==> config.mk <==
export PLATFORM = sky130hd
export DESIGN_NAME = serpentine_dwell_raster_scan_unit
export DESIGN_NICKNAME = d
export VERILOG_FILES = /design/src/rtl/core/sdrs_pkg.sv /design/src/rtl/core/sdrs_cfg_regs.sv /design/src/rtl/core/sdrs_run_core.sv /design/src/rtl/core/sdrs_run_buf.sv /design/src/rtl/core/serpentine_dwell_raster_scan_unit.sv
export SDC_FILE = /design/constraint.sdc
export NUM_CORES = 1
export LEC_CHECK = 0
export ABC_AREA = 1
export BUFFER_PORTS_ARGS = -buffer_cell sky130_fd_sc_hd__buf_2
export CAP_MARGIN = 20
export CELL_PAD_IN_SITES_DETAIL_PLACEMENT = 1
export CELL_PAD_IN_SITES_GLOBAL_PLACEMENT = 1
export CORE_ASPECT_RATIO = 0.8
export CORE_MARGIN = 4
export CORE_UTILIZATION = 35
export CTS_BUF_LIST = sky130_fd_sc_hd__clkbuf_2 sky130_fd_sc_hd__clkbuf_4 sky130_fd_sc_hd__clkbuf_8
export DETAILED_ROUTE_END_ITERATION = 6
export PLACE_DENSITY_LB_ADDON = 0.3
export SLEW_MARGIN = 15
export SYNTH_ARGS = -nofsm -noshare
export SYNTH_HDL_FRONTEND = slang
export SYNTH_HIERARCHICAL = 1
export SYNTH_SLANG_ARGS = --single-unit
==> constraint.sdc <==
create_clock -name clk -period 10.2 [get_ports clk]
set_clock_uncertainty 0.15 [all_clocks]
set_input_delay 0 -clock clk [delete_from_list [all_inputs] [get_ports clk]]
set_output_delay 0 -clock clk [all_outputs]
set_load 0.01 [all_outputs]
==> src/rtl/core/sdrs_pkg.sv <==
// sdrs_pkg: shared types and constants for the serpentine dwell raster scan unit.
// No dependencies; imported by every module under rtl/core.
package sdrs_pkg;

	localparam int SAMPLE_BITS = 12;
	localparam int COUNT_BITS  = 13;
	localparam int PIXEL_BITS  = 4;
	localparam int POS_BITS    = 10;
	localparam int BPL_BITS    = 11;
	localparam int LINE_BITS   = 12;
	localparam int REG_IDX_BITS = 3;

	typedef logic [SAMPLE_BITS-1:0] sample_t;
	typedef logic [COUNT_BITS-1:0]  count_t;

	localparam sample_t SAMPLE_MAX  = sample_t'((1 << SAMPLE_BITS) - 1);
	localparam count_t  MAX_SAMPLES = count_t'(4096);
	localparam logic [BPL_BITS-1:0] BPL_MAX = BPL_BITS'(1024);

	// configuration register indexes
	typedef logic [REG_IDX_BITS-1:0] reg_idx_t;
	localparam reg_idx_t REG_LOW_X            = 3'd0;
	localparam reg_idx_t REG_HIGH_X           = 3'd1;
	localparam reg_idx_t REG_STEP_X           = 3'd2;
	localparam reg_idx_t REG_HIGH_Y           = 3'd3;
	localparam reg_idx_t REG_STEP_Y           = 3'd4;
	localparam reg_idx_t REG_BYTES_PER_LINE   = 3'd5;
	localparam reg_idx_t REG_LINES_PER_FRAME  = 3'd6;
	localparam reg_idx_t REG_SAMPLES_PER_LINE = 3'd7;

	typedef struct packed {
		sample_t                low_x;
		sample_t                high_x;
		sample_t                step_x;
		sample_t                high_y;
		sample_t                step_y;
		logic [BPL_BITS-1:0]    bytes_per_line;
		logic [LINE_BITS-1:0]   lines_per_frame;
		count_t                 samples_per_line;
	} cfg_t;

	// one result beat
	typedef struct packed {
		sample_t x_sample;
		sample_t y_sample;
		count_t  repeat_count;
		logic    is_padding;
		logic    frame_start;
		logic    overflow;
		logic    last;
	} run_t;

	// x after one pixel: up and saturate on left-to-right, down to zero otherwise
	function automatic sample_t step_x_fn(sample_t x, sample_t step, logic ltr);
		logic [SAMPLE_BITS:0] sum;
		sample_t              res;
		sum = {1'b0, x} + {1'b0, step};
		if (ltr) begin
			res = (sum > {1'b0, SAMPLE_MAX}) ? SAMPLE_MAX : sum[SAMPLE_BITS-1:0];
		end else begin
			res = (x > step) ? sample_t'(x - step) : '0;
		end
		return res;
	endfunction

endpackage

==> src/rtl/core/sdrs_cfg_regs.sv <==
// sdrs_cfg_regs: configuration register file, written one beat at a time.
// Depends on sdrs_pkg.
module sdrs_cfg_regs
	import sdrs_pkg::*;
(
	input  logic     clk,
	input  logic     arst_n,
	input  logic     cfg_valid,
	input  reg_idx_t cfg_index,
	input  count_t   cfg_data,
	output cfg_t     cfg
);

	cfg_t cfg_q;

	always_ff @(posedge clk or negedge arst_n) begin
		if (!arst_n) begin
			cfg_q.low_x            <= '0;
			cfg_q.high_x           <= SAMPLE_MAX;
			cfg_q.step_x           <= sample_t'(32);
			cfg_q.high_y           <= SAMPLE_MAX;
			cfg_q.step_y           <= sample_t'(32);
			cfg_q.bytes_per_line   <= BPL_BITS'(64);
			cfg_q.lines_per_frame  <= LINE_BITS'(128);
			cfg_q.samples_per_line <= count_t'(1024);
		end else if (cfg_valid) begin
			case (cfg_index)
				REG_LOW_X:            cfg_q.low_x            <= cfg_data[SAMPLE_BITS-1:0];
				REG_HIGH_X:           cfg_q.high_x           <= cfg_data[SAMPLE_BITS-1:0];
				REG_STEP_X:           cfg_q.step_x           <= cfg_data[SAMPLE_BITS-1:0];
				REG_HIGH_Y:           cfg_q.high_y           <= cfg_data[SAMPLE_BITS-1:0];
				REG_STEP_Y:           cfg_q.step_y           <= cfg_data[SAMPLE_BITS-1:0];
				REG_BYTES_PER_LINE:   cfg_q.bytes_per_line   <= cfg_data[BPL_BITS-1:0];
				REG_LINES_PER_FRAME:  cfg_q.lines_per_frame  <= cfg_data[LINE_BITS-1:0];
				REG_SAMPLES_PER_LINE: cfg_q.samples_per_line <= cfg_data;
				default: ;
			endcase
		end
	end

	assign cfg = cfg_q;

endmodule

==> src/rtl/core/sdrs_run_core.sv <==
// sdrs_run_core: scan state and the single-pass run computation for one byte.
// Depends on sdrs_pkg.
module sdrs_run_core
	import sdrs_pkg::*;
(
	input  logic        clk,
	input  logic        arst_n,
	input  cfg_t        cfg,
	input  logic        load,
	input  logic [7:0]  pix,
	output run_t [2:0]  runs,
	output logic        has_pad
);

	logic [POS_BITS-1:0]  pos_q;
	count_t               used_q;
	sample_t              x_q;
	sample_t              y_q;
	logic [LINE_BITS-1:0] line_q;
	logic                 ltr_q;

	logic [BPL_BITS-1:0]  bpl;
	logic [BPL_BITS-1:0]  pos_inc;
	logic                 line_done;
	count_t               lim;
	count_t               room0, room1, room2;
	count_t               n0, n1, c0, c1;
	logic                 ov0, ov1;
	sample_t              x1, x2;
	logic [LINE_BITS-1:0] lpf;
	logic [LINE_BITS-1:0] line_inc;
	logic                 wrap;
	sample_t              y_next;

	always_comb begin
		if (cfg.bytes_per_line == '0) begin
			bpl = BPL_BITS'(1);
		end else if (cfg.bytes_per_line > BPL_MAX) begin
			bpl = BPL_MAX;
		end else begin
			bpl = cfg.bytes_per_line;
		end
		pos_inc   = {1'b0, pos_q} + BPL_BITS'(1);
		line_done = (pos_inc >= bpl);

		lim   = (cfg.samples_per_line > MAX_SAMPLES) ? MAX_SAMPLES : cfg.samples_per_line;
		room0 = (used_q >= lim) ? '0 : count_t'(lim - used_q);

		// run cut to what is left in the line
		n0    = count_t'(pix[PIXEL_BITS-1:0]);
		n1    = count_t'(pix[4 +: PIXEL_BITS]);
		ov0   = (n0 > room0);
		c0    = ov0 ? room0 : n0;
		room1 = room0 - c0;
		ov1   = (n1 > room1);
		c1    = ov1 ? room1 : n1;
		room2 = room1 - c1;

		x1 = step_x_fn(x_q, cfg.step_x, ltr_q);
		x2 = step_x_fn(x1, cfg.step_x, ltr_q);

		lpf      = (cfg.lines_per_frame == '0) ? LINE_BITS'(1) : cfg.lines_per_frame;
		line_inc = line_q + LINE_BITS'(1);
		wrap     = (line_inc >= lpf);
		if (wrap) begin
			y_next = cfg.high_y;
		end else begin
			y_next = (y_q > cfg.step_y) ? sample_t'(y_q - cfg.step_y) : '0;
		end
	end

	always_comb begin
		runs[0] = '{x_sample: x_q, y_sample: y_q, repeat_count: c0, is_padding: 1'b0,
			frame_start: 1'b0, overflow: ov0, last: 1'b0};
		runs[1] = '{x_sample: x1, y_sample: y_q, repeat_count: c1, is_padding: 1'b0,
			frame_start: 1'b0, overflow: ov1, last: !line_done};
		runs[2] = '{x_sample: (ltr_q ? SAMPLE_MAX : '0), y_sample: y_q, repeat_count: room2,
			is_padding: 1'b1, frame_start: wrap, overflow: 1'b0, last: 1'b1};
		has_pad = line_done;
	end

	always_ff @(posedge clk or negedge arst_n) begin
		if (!arst_n) begin
			pos_q  <= '0;
			used_q <= '0;
			x_q    <= SAMPLE_MAX;
			y_q    <= SAMPLE_MAX;
			line_q <= '0;
			ltr_q  <= 1'b0;
		end else if (load) begin
			if (!line_done) begin
				pos_q  <= pos_inc[POS_BITS-1:0];
				used_q <= used_q + c0 + c1;
				x_q    <= x2;
			end else begin
				pos_q  <= '0;
				used_q <= '0;
				line_q <= wrap ? '0 : line_inc;
				y_q    <= y_next;
				ltr_q  <= !ltr_q;
				x_q    <= ltr_q ? cfg.high_x : cfg.low_x;
			end
		end
	end

endmodule

==> src/rtl/core/sdrs_run_buf.sv <==
// sdrs_run_buf: result register holding the two or three runs of one byte,
// drained one beat per cycle while out_stall is low. Depends on sdrs_pkg.
module sdrs_run_buf
	import sdrs_pkg::*;
(
	input  logic       clk,
	input  logic       arst_n,
	input  logic       load,
	input  run_t [2:0] runs,
	input  logic       has_pad,
	output logic       buf_free,
	output logic       out_valid,
	input  logic       out_stall,
	output run_t       run_out
);

	run_t [2:0] runs_q;
	logic       valid_q;
	logic       pad_q;
	logic [1:0] idx_q;
	logic       beat_done;
	logic       last_beat;

	assign beat_done = valid_q && !out_stall;
	assign last_beat = (idx_q == (pad_q ? 2'd2 : 2'd1));
	assign buf_free  = !valid_q || (beat_done && last_beat);
	assign out_valid = valid_q;

	always_comb begin
		case (idx_q)
			2'd0:    run_out = runs_q[0];
			2'd1:    run_out = runs_q[1];
			default: run_out = runs_q[2];
		endcase
	end

	always_ff @(posedge clk) begin
		if (load) begin
			runs_q <= runs;
		end
	end

	always_ff @(posedge clk or negedge arst_n) begin
		if (!arst_n) begin
			valid_q <= 1'b0;
			pad_q   <= 1'b0;
			idx_q   <= '0;
		end else if (load) begin
			valid_q <= 1'b1;
			pad_q   <= has_pad;
			idx_q   <= '0;
		end else if (beat_done) begin
			if (last_beat) begin
				valid_q <= 1'b0;
			end else begin
				idx_q <= idx_q + 2'd1;
			end
		end
	end

endmodule

==> src/rtl/core/serpentine_dwell_raster_scan_unit.sv <==
// serpentine_dwell_raster_scan_unit: top level, input register and handshakes.
// Depends on sdrs_pkg, sdrs_cfg_regs, sdrs_run_core, sdrs_run_buf.
//
//   channel   | dir | handshake               | payload
//   ----------+-----+-------------------------+---------------------------------------
//   pixel in  | in  | in_valid / in_stall     | pixel_byte
//   run out   | out | out_valid / out_stall   | x_sample y_sample repeat_count
//             |     |                         | is_padding frame_start overflow last
//   config    | in  | cfg_valid / cfg_ready   | cfg_index cfg_data
//
// Each byte gives two run beats, three on the last byte of a line, and the
// single output port sets the sustained byte rate. A byte accepted passes
// the input register and then the result register, which presents its
// first beat. Reset returns all scan and handshake state to its initial
// values and loads register defaults. A stalled output holds its beat; the
// input register keeps taking the next byte while results drain.
module serpentine_dwell_raster_scan_unit
	import sdrs_pkg::*;
(
	input  logic       clk,
	input  logic       arst_n,

	input  logic       in_valid,
	output logic       in_stall,
	input  logic [7:0] pixel_byte,

	output logic       out_valid,
	input  logic       out_stall,
	output sample_t    x_sample,
	output sample_t    y_sample,
	output count_t     repeat_count,
	output logic       is_padding,
	output logic       frame_start,
	output logic       overflow,
	output logic       last,

	input  logic       cfg_valid,
	output logic       cfg_ready,
	input  reg_idx_t   cfg_index,
	input  count_t     cfg_data
);

	cfg_t       cfg;
	logic       valid_s1;
	logic [7:0] pix_s1;
	logic       buf_free;
	logic       load;
	run_t [2:0] runs;
	logic       has_pad;
	run_t       run_out;

	// registers take a write in any cycle
	assign cfg_ready = 1'b1;

	sdrs_cfg_regs u_cfg (
		.clk       (clk),
		.arst_n    (arst_n),
		.cfg_valid (cfg_valid),
		.cfg_index (cfg_index),
		.cfg_data  (cfg_data),
		.cfg       (cfg)
	);

	// byte moves on to the result register once that is free or emptying
	assign load     = valid_s1 && buf_free;
	assign in_stall = valid_s1 && !buf_free;

	always_ff @(posedge clk or negedge arst_n) begin
		if (!arst_n) begin
			valid_s1 <= 1'b0;
		end else if (in_valid && !in_stall) begin
			valid_s1 <= 1'b1;
		end else if (load) begin
			valid_s1 <= 1'b0;
		end
	end

	always_ff @(posedge clk) begin
		if (in_valid && !in_stall) begin
			pix_s1 <= pixel_byte;
		end
	end

	sdrs_run_core u_core (
		.clk     (clk),
		.arst_n  (arst_n),
		.cfg     (cfg),
		.load    (load),
		.pix     (pix_s1),
		.runs    (runs),
		.has_pad (has_pad)
	);

	sdrs_run_buf u_buf (
		.clk       (clk),
		.arst_n    (arst_n),
		.load      (load),
		.runs      (runs),
		.has_pad   (has_pad),
		.buf_free  (buf_free),
		.out_valid (out_valid),
		.out_stall (out_stall),
		.run_out   (run_out)
	);

	assign x_sample     = run_out.x_sample;
	assign y_sample     = run_out.y_sample;
	assign repeat_count = run_out.repeat_count;
	assign is_padding   = run_out.is_padding;
	assign frame_start  = run_out.frame_start;
	assign overflow     = run_out.overflow;
	assign last         = run_out.last;

endmodule
==> metrics <==
most used cell, CP nand2_1; global route overflow 0; asr flop ratio synth 55.1%; EDFF count, synth 131; Primary FF master, synth edfxtp_1; Initial DRT Pass Iterations 5; post-synth top area share 20.9%; Hold Path Depth 4; mux share of post-synthesis cell area 0%; number of placed I/O pins 73; Final Hold Fails 0; DP Worst Slack 0.495 ns; max-capacitance violation count 0; core area roughly 0.053 mm²; flop-to-flop setup slack approximately 0.94 ns; CP Class reg -> reg; simple-gate share of the synthesized area 22.0%; most frequent cells in the layout 635 x nand2_1, 252 x inv_1, 131 x edfxtp_1; register cell area after layout 0.00803 mm²; CP endpoint u_core/used_q[11]; CTS Sinks 292; top fanout value on the critical path 15; period utilization 90.8%; placed cell areas 0.0194 mm²; reg-to-reg startpoint u_cfg/cfg[8]; Total GRT Usage 19.6%; cells on worst reg2reg path 51; Avg Synthesized Cell Area 8.42 µm²; initial antenna violation count 0; CP max-delay cell fa_1; status finished, final reports clean; DPL Wire Length about 40,000 µm; # rows 75; CTS Root Buffer Type clkbuf_8; H-tree Lvls 2; fin worst setup slack 0.937 ns; fmax 0.108 GHz; via count 15,300; DIE AREA between 0.05 and 0.06 mm²; Setup Buffers After CTS 0; CP Capture Type register; Final Setup Violations 0; CTS tree yes; # nets final 2,501; largest family of logic cells by synthesized area simple AND/OR/NAND/NOR gates; Die X 267 µm; Cells after Synth approximately 2,200; setup TNS 0 ns; synthesized-area fraction occupied by adder cells roughly 11%; Tightest Pin Transition 1.08 ns; final instance area 0.0210 mm²; Syn. warnings 6; post-route ant nets 0; drt wl/cell roughly 18 µm; clock-pin slew on the worst setup and hold paths 0.07 ns; largest net degree at the start of global routing 67; CP startpoint u_cfg/cfg[8]; fin crit period 9.26 ns; Initial DRC Count roughly 850; multi-input logic area 0.00907 mm²; Total Wirelength 55,800 µm; crit-path max cell delay 0.52 ns; via/cell ratio 5.02; crit start category register; synthesized flop and latch total just under 300; most common cell after layout, fill and taps aside nand2_1; placed insts roughly 2,900; first-pass GRT wire length just over 90,000 µm; GPL Wtd Cong 0.864; worst hold path class in -> reg; synthesis-to-layout area growth 11.7%; Post-Synth XOR/XNOR Area under 10%; Final Slew Violations 0; final std cells w/o fill ~3,100; port bufs 71; sequential area share after synthesis a little over two fifths; Compound-Gate Fraction of Synth Area around 11%; CTS max path bufs 3; Initial Util 35.6%; synth top area cells edfxtp_1 21%, dfrtp_1 14%, nand2_1 13%, ha_1 8.5%, dfstp_2 7.4%; DIE HEIGHT 215 µm; Diodes inserted 0; share of cells above drive strength 1 12.6%; Fill cells 6,290; RSZ-0062 raised after global routing false; Worst-Skew Late Latency roughly 0.66 ns; Synth area leader edfxtp_1; vias in the first global route 16,300; Yosys cell types 62; Rel. slew slack 27.8%; residual DRC count 0; synthesized cell area approximately 0.019 mm²; Critical Path AT between 9 and 10 ns; reg2reg end u_core/used_q[11]; Num CTS Buffers 50; Worst EP required 10.52 ns
[Yosys cell counts (23+ instances only)]
| library cell | count |
|---|---|
| nand2_1 | 637 |
| inv_1 | 253 |
| edfxtp_1 | 131 |
| ha_1 | 128 |
| nor2_1 | 117 |
| a21oi_1 | 114 |
| nand3_1 | 114 |
| dfrtp_1 | 108 |
| o21ai_0 | 104 |
| buf_4 | 74 |
| xor2_1 | 59 |
| dfstp_2 | 53 |
| a22oi_1 | 44 |
| clkbuf_1 | 30 |
| buf_2 | 28 |
| nand4_1 | 24 |
| o22ai_1 | 23 |
[what timing repair did]
action / 4_1_cts / 5_1_grt
hold endpoints to repair: 250 / 0
setup endpoints to repair: 0 / 8
hold buffers: 52 / 0
gates resized for setup: 0 / 14
[through the flow]
stage,hold slack (ns),util [%]
6_report,0.0847,39.8
4_1_cts,0.0137,39.7
2_1_floorplan,-0.446,-
3_5_place_dp,-0.147,36.7
5_1_grt,0.0990,39.8
3_3_place_gp,-0.156,36.7
[sequential cells by signal, summed over array words and instances (netlist names)]
register and count:
u_buf/runs_q 123, u_cfg/cfg 96, u_core/used_q 13, u_core/line_q 12, u_core/x_q 12, u_core/y_q 12, u_core/pos_q 10, pix_s1 8
u_buf/idx_q 2, u_buf/out_valid 1, u_buf/pad_q 1, u_core/ltr_q 1, valid_s1 1
[cell type report]
type	count	share of cell area, %
Clock buffer	69	4.10
Clock inverter	24	1.03
Inverter	263	4.74
Multi-Input combinational cell	1578	43.1
Sequential cell	292	38.2
Tap cell	693	4.12
Timing Repair Buffer	137	4.74
Timing Repair inverter	1	0.0357
[metal layers]
| layer | vias up | global-route usage, % | wire [µm] |
|---|---|---|---|
| met1 | 7588 | 29.0 | 28300 |
| met3 | 65 | 2.79 | 2110 |
| li1 | 7442 | - | - |
| met4 | 0 | 4.31 | 903 |
| met2 | 243 | 30.6 | 24500 |
| met5 | - | 0 | 0 |
[worst min-delay path by stage]
| stage | start | end | slack [ns] |
|---|---|---|---|
| final | out_stall | u_buf/out_valid | 0.08 |
| after floorplan | arst_n | u_buf/idx_q[0] | -0.45 |
| after global routing | cfg_data[7] | u_cfg/cfg[20] | 0.1 |
| after CTS | out_stall | u_buf/out_valid | 0.01 |
| after detailed placement | arst_n | u_core/line_q[7] | -0.15 |
| after global placement | arst_n | u_core/line_q[7] | -0.16 |
[logic make-up (layout without fill, tap and decap cells)]
| group | Yosys count | in the layout |
|---|---|---|
| AOI/OAI and AO/OA | 349 | 349 |
| xor gates and xnor gates | 69 | 69 |
| adders and majority gates | 149 | 149 |
| buffers and inverters | 406 | 494 |
| DFF | 292 | 292 |
| other | 3 | 43 |
| and+or+nand+nor | 968 | 968 |
[worst max-delay path, delay by kind of cell (launching register included)]
family          cells  cell delay, ns
xor+xnor            1            0.16
flops               1            0.41
compound gates     12            1.94
simple gates       27            3.27
buf+inv             3            0.26
fa+ha+maj           8            2.84
Power is not shown: default switching activity piles up to over one toggle a cycle in this logic, so the estimate is an artifact.
